===== config.mk =====
export PLATFORM = sky130hd
export DESIGN_NAME = hpt_out
export DESIGN_NICKNAME = d
export VERILOG_FILES = /design/src/hdl/hpt_pkg.sv /design/src/hdl/hpt_out.sv
export SDC_FILE = /design/constraint.sdc
export NUM_CORES = 1
export LEC_CHECK = 0
export ABC_AREA = 1
export BUFFER_PORTS_ARGS = -buffer_cell sky130_fd_sc_hd__buf_4
export CAP_MARGIN = 15
export CORE_AREA = 4 4 215 217
export CTS_BUF_LIST = sky130_fd_sc_hd__clkbuf_4
export DETAILED_ROUTE_END_ITERATION = 16
export DIE_AREA = 0 0 219 221
export GPL_TIMING_DRIVEN = 0
export PLACE_DENSITY = 0.82
export SLEW_MARGIN = 15
export SYNTH_ARGS = -nofsm -noshare
export SYNTH_HDL_FRONTEND = slang
export SYNTH_SLANG_ARGS = --single-unit

===== constraint.sdc =====
create_clock -name clk -period 13.3 [get_ports clk]
set_input_delay 1.995 -clock clk [delete_from_list [all_inputs] [get_ports clk]]
set_output_delay 1.995 -clock clk [all_outputs]
set_load 0.05 [all_outputs]

===== src/hdl/hpt_pkg.sv =====
// Shared types and codes for the homogeneous point transform.
package hpt_pkg;

  localparam logic [2:0] OP_LOAD    = 3'd0;
  localparam logic [2:0] OP_POINT3D = 3'd1;
  localparam logic [2:0] OP_VECTOR  = 3'd2;
  localparam logic [2:0] OP_POINT2D = 3'd3;
  localparam logic [2:0] OP_INT2D   = 3'd4;

  // quotient bits produced by the divider, rounding bit included
  localparam int QBITS = 34;

  typedef struct packed {
    logic       valid;
    logic [2:0] op;
    logic       dodiv;
    logic       negx;
    logic       negy;
    logic       negz;
  } ctl_t;

endpackage


===== src/hdl/hpt_out.sv =====
// Final rounding, clamping and the two-entry output buffer.
module hpt_out
  import hpt_pkg::*;
#(
  parameter int FB = 16,
  parameter int DW = 66 - FB
) (
  input  logic                 clk,
  input  logic                 rst,
  input  ctl_t                 ctl,
  input  logic signed [DW-1:0] dx,
  input  logic signed [DW-1:0] dy,
  input  logic signed [DW-1:0] dz,
  input  logic [QBITS-1:0]     qx,
  input  logic [QBITS-1:0]     qy,
  input  logic [QBITS-1:0]     qz,
  input  logic                 ovfx,
  input  logic                 ovfy,
  input  logic                 ovfz,
  output logic                 space,
  output logic                 m_tvalid,
  input  logic                 m_tready,
  output logic [95:0]          m_tdata,   // out_x, out_y, out_z
  output logic                 m_tuser    // saturated
);

  localparam logic signed [DW:0] HALF  = (DW+1)'(64'sd1 <<< (FB - 1));
  localparam logic signed [DW:0] MAXV  = (DW+1)'(64'sd2147483647);
  localparam logic signed [DW:0] MAXI  = (DW+1)'(64'sd2147483648 - (64'sd1 <<< FB));
  localparam logic signed [DW:0] MINV  = (DW+1)'(-64'sd2147483648);

  function automatic logic [32:0] finish(input logic signed [DW-1:0] d,
                                         input logic [QBITS-1:0] qv,
                                         input logic ov, input logic neg,
                                         input logic dodiv, input logic intm);
    logic [QBITS-1:0]   r;
    logic signed [DW:0] rv;
    logic signed [DW:0] t;
    logic signed [DW:0] v;
    logic signed [DW:0] mx;
    r  = QBITS'(({1'b0, qv} + (QBITS+1)'(1)) >> 1);
    rv = $signed((DW+1)'({1'b0, r}));
    t  = (DW+1)'(d) + ((d < 0) ? HALF - 1 : HALF);
    mx = intm ? MAXI : MAXV;
    if (dodiv) begin
      v = neg ? -rv : rv;
    end else if (intm) begin
      v = (t >>> FB) <<< FB;
    end else begin
      v = (DW+1)'(d);
    end
    if (dodiv && ov) begin
      finish = neg ? {1'b1, 32'h8000_0000} : {1'b1, 32'h7fff_ffff};
    end else if (v > mx) begin
      finish = {1'b1, mx[31:0]};
    end else if (v < MINV) begin
      finish = {1'b1, 32'h8000_0000};
    end else begin
      finish = {1'b0, v[31:0]};
    end
  endfunction

  logic [32:0] fx, fy, fz;
  logic [96:0] entry [2];
  logic [1:0]  cnt;
  logic        wp, rp;
  logic        push, pop;
  logic        intm;

  assign intm = ctl.op == OP_INT2D;
  assign fx   = finish(dx, qx, ovfx, ctl.negx, ctl.dodiv, intm);
  assign fy   = finish(dy, qy, ovfy, ctl.negy, ctl.dodiv, intm);
  assign fz   = finish(dz, qz, ovfz, ctl.negz, ctl.dodiv, 1'b0);

  assign space    = cnt != 2'd2;
  assign push     = space && ctl.valid;
  assign pop      = m_tvalid && m_tready;
  assign m_tvalid = cnt != 2'd0;
  assign m_tdata  = entry[rp][95:0];
  assign m_tuser  = entry[rp][96];

  always_ff @(posedge clk) begin
    if (rst) begin
      cnt <= 2'd0;
      wp  <= 1'b0;
      rp  <= 1'b0;
    end else begin
      if (push) wp <= ~wp;
      if (pop)  rp <= ~rp;
      cnt <= cnt + {1'b0, push} - {1'b0, pop};
    end
  end

  always_ff @(posedge clk) begin
    if (push) begin
      entry[wp] <= {fx[32] | fy[32] | fz[32], fz[31:0], fy[31:0], fx[31:0]};
    end
  end

endmodule


==> impl_results.md <==
- Status: finished clean
- Vias per cell: 5.48
- Initial Util: 0.495
- Storage cell area: slightly below 6000 sq um
- Syn Area/Cell: 6.29 sq um
- Num rows: between 70 and 80
- Max FO, Critical Path: 10
- Register bit total from synthesis: 199
- Layout area overhead: 17.8%
- CP Depth: 27
- Largest area contributor in the netlist: edfxtp_1
- Num CTS Buffers: 17
- Deepest clock path buffer count: 2
- Setup CP Type: primary input to flip-flop
- Synth Area in Simple Gates: 0.442
- Worst setup path endpoint: entry[1][96]
- Setup slack, reg-to-reg: 11020 ps
- Required @ worst endpoint: ~14000 ps
- Largest net degree at the start of global routing: 29
- Initial antenna violation count: 2
- H-tree levels: 4
- Clock sinks: 199
- Die width: 219 um
- Syn Std Cell Area: around 22000 sq um
- Io pins: between 300 and 400
- Grt total ovfl: 0
- Antenna viol nets, final: 0
- Final hold violations: 0
- Final period utilization: 0.590
- Max Slew Vio Count: 0
- Setup TNS: 0 ps
- Slew margin rel.: 0.178
- WP data arrival: 8230 ps
- First-pass GRT wire length: 121 mm
- R2R cell count: 7
- Max-Cap Viols: 0
- Total iterations of the first detailed-routing run: 6
- Most used cell, CP: clkbuf_1
- Post-route minimum period: 7840 ps
- Vias in the first global route: 22400
- Post-Synth Adder-Cell Area: 0.0401
- RSZ-0062 raised after global routing: false
- Wire length per cell: 17.8 um
- Leak pwr: 0.0122 uW
- CP max-delay cell: clkbuf_1
- Sequential fraction of the synthesis area: 0.271
- Post-synth cell types: between 50 and 60
- Final setup vio count: 0
- Buf+Inv Stages, Crit Path: 8
- GRT Total Usage: 0.316
- Residual DRC: 0
- Synthesized instance count: about 3500
- # port buffers: 360
- Layout cells sized above 1: 0.159
- Total Wirelength: 79.6 mm
- Root Buffer: clkbuf_4
- Yosys top cell area share: 0.267
- Hold buffers post-CTS: 0
- Top post-synthesis cells by area: edfxtp_1, nand2_1, nor2_1
- Largest family of logic cells by synthesized area: simple AND/OR/NAND/NOR gates
- Pwr dens: ~97 nW/um^2
- Critical path launch point type: primary input
- Fin nets: 4198
- CP delay by family, top: buffers and inverters
- CP Capture Type: flip-flop
- Post-synth EDFFs: approximately 190
- Hold WC Path Type: flip-flop to flip-flop
- Fillers: 4445
- Hold slack final: 501 ps
- Core ar.: ~44000 sq um
- Slew @ Worst Pin: 1230 ps
- Number of post-CTS setup repair buffers: 0
- Critical Path Start: ctl[3]
- Worst path max stage delay: slightly below 1000 ps
- Synth Warn #: 0
- Async set-reset flop share out of synthesis: 0
- Drt initial violations: 2175
- Worst VDD drop: 0.0948 mV
- Cts repair resizes: 0
- Clk slew on worst S/H paths: 140 ps
- Multi-input gate area in the final layout: ~14000 sq um
- Final HPWL DP: 66.8 mm
- Mux cell area share after synthesis: 0.0500
- DR vias: between 20000 and 25000
- Clk_skew: 17.8 ps
- Worst R2R End: entry[1][90]
- Fmax: about 0.13 GHz
- CTS tree: built
- Die height: 221 um
- Synth Area in Compound Gates: 0.0857
- GPL Wtd Cong: 1.02
- Clock Latency Late Sink: between 600 and 700 ps
- Worst r2r src: cnt[0]
- XOR/XNOR Fraction of Synth Area: 0.0309
- Mapped Nets: 3811
- Synth Flop Type: edfxtp_1
- DIE AREA: 48400 sq um
==> worst min-delay path, delay by kind of cell, from the launching register on <==
| kind | cells | cell delay (ps) |
|---|---|---|
| simple gates | 1 | 80 |
| compound gates | 1 | 60 |
| flops | 1 | 330 |
==> cell usage in the layout (no fill, tap or decap), types with 23 or more instances in the layout <==
cell,count
edfxtp_1,194
a21oi_1,146
nand2_1,1261
nand3b_1,36
buf_4,370
inv_1,336
nor3_1,72
ha_1,70
xor2_1,54
mux2_2,97
clkbuf_1,56
xnor2_1,23
nor2_1,436
nand4_1,60
nand3_1,276
o21ai_0,91
==> Yosys cell counts (3+ instances only) <==
library cell  count
o21ai_1          17
buf_2            11
or2_2            14
o31ai_1           6
dfxtp_1           5
nor4_1           15
nand3_1         276
o21bai_1          9
nor2_2           22
xnor2_1          23
nor3_1           72
buf_4            10
xor2_1           54
o21ai_0          91
a21boi_0         17
clkbuf_1         56
a22oi_1           4
nand2_4           3
nand3b_1         36
nand2_1        1261
buf_6             6
nor3_2            3
a21o_1           11
nand2_2          22
o22ai_1           3
o211ai_1          3
mux2_2           97
nor2_4            8
nor2_1          438
a31oi_1           9
nand4_1          60
buf_1            19
ha_1             70
a32oi_1           8
a21oi_1         146
nand3_2          10
and2_1            6
edfxtp_1        194
inv_1           336
==> report_power, final <==
group,leakage [uW],switching [uW],internal (uW),total [uW]
sequential,0.00187,21.5,816,837
clock,0.000122,206,79.8,286
combinational,0.0102,921,441,1360
==> worst min path at each step <==
stage	slack (ps)	to	startpoint	cells after the start
floorplan	450	flip-flop	rp	2
global placement	470	rp	rp	2
detailed placement	480	rp	rp	2
CTS	500	rp	rp	2
global route	520	flip-flop	rp	2
finish	500	rp	rp	2
==> sequential cells by signal, indices dropped and copies added (netlist names), named ones only <==
signal / count
entry: 194
rp: 1
cnt: 2
wp: 1
==> through the flow <==
stage | utilization | power [uW] | cells | setup slack (ps) | cell area [sq um]
2_1_floorplan | - | 1740 | 3475 | 6570 | 21800
3_3_place_gp | 0.573 | 2190 | 4427 | 4260 | 25300
3_5_place_dp | 0.578 | 2210 | 4435 | 5060 | 25500
4_1_cts | 0.583 | 2490 | 4467 | 5810 | 25700
5_1_grt | 0.583 | 2610 | 4468 | 5190 | 25700
6_report | 0.583 | 2490 | 4468 | 5460 | 25700
==> area by class of cell <==
type / instances / share of cell area
clock buffers: 19 / 0.00554
flip-flops and latches: 199 / 0.230
diodes: 1 / 0.0000972
repair buffers: 368 / 0.112
plain buffers: 102 / 0.0187
well taps: 592 / 0.0288
clock inverters: 13 / 0.00389
inverters: 339 / 0.0494
multi-input cells: 2835 / 0.551
==> per-layer routing <==
metal	wire [um]	vias up	track usage
li1	-	12200	-
met1	33900	11100	0.433
met2	35900	1058	0.518
met5	0	-	0
met3	6890	153	0.0414
met4	2900	0	0.106
==> cell families after synthesis <==
group           after synthesis
flops                       199
compound gates              333
xor+xnor                     77
simple gates               2258
mux                          97
fa+ha+maj                    70
buf+inv                     441
(Power assumes the default switching activity.)
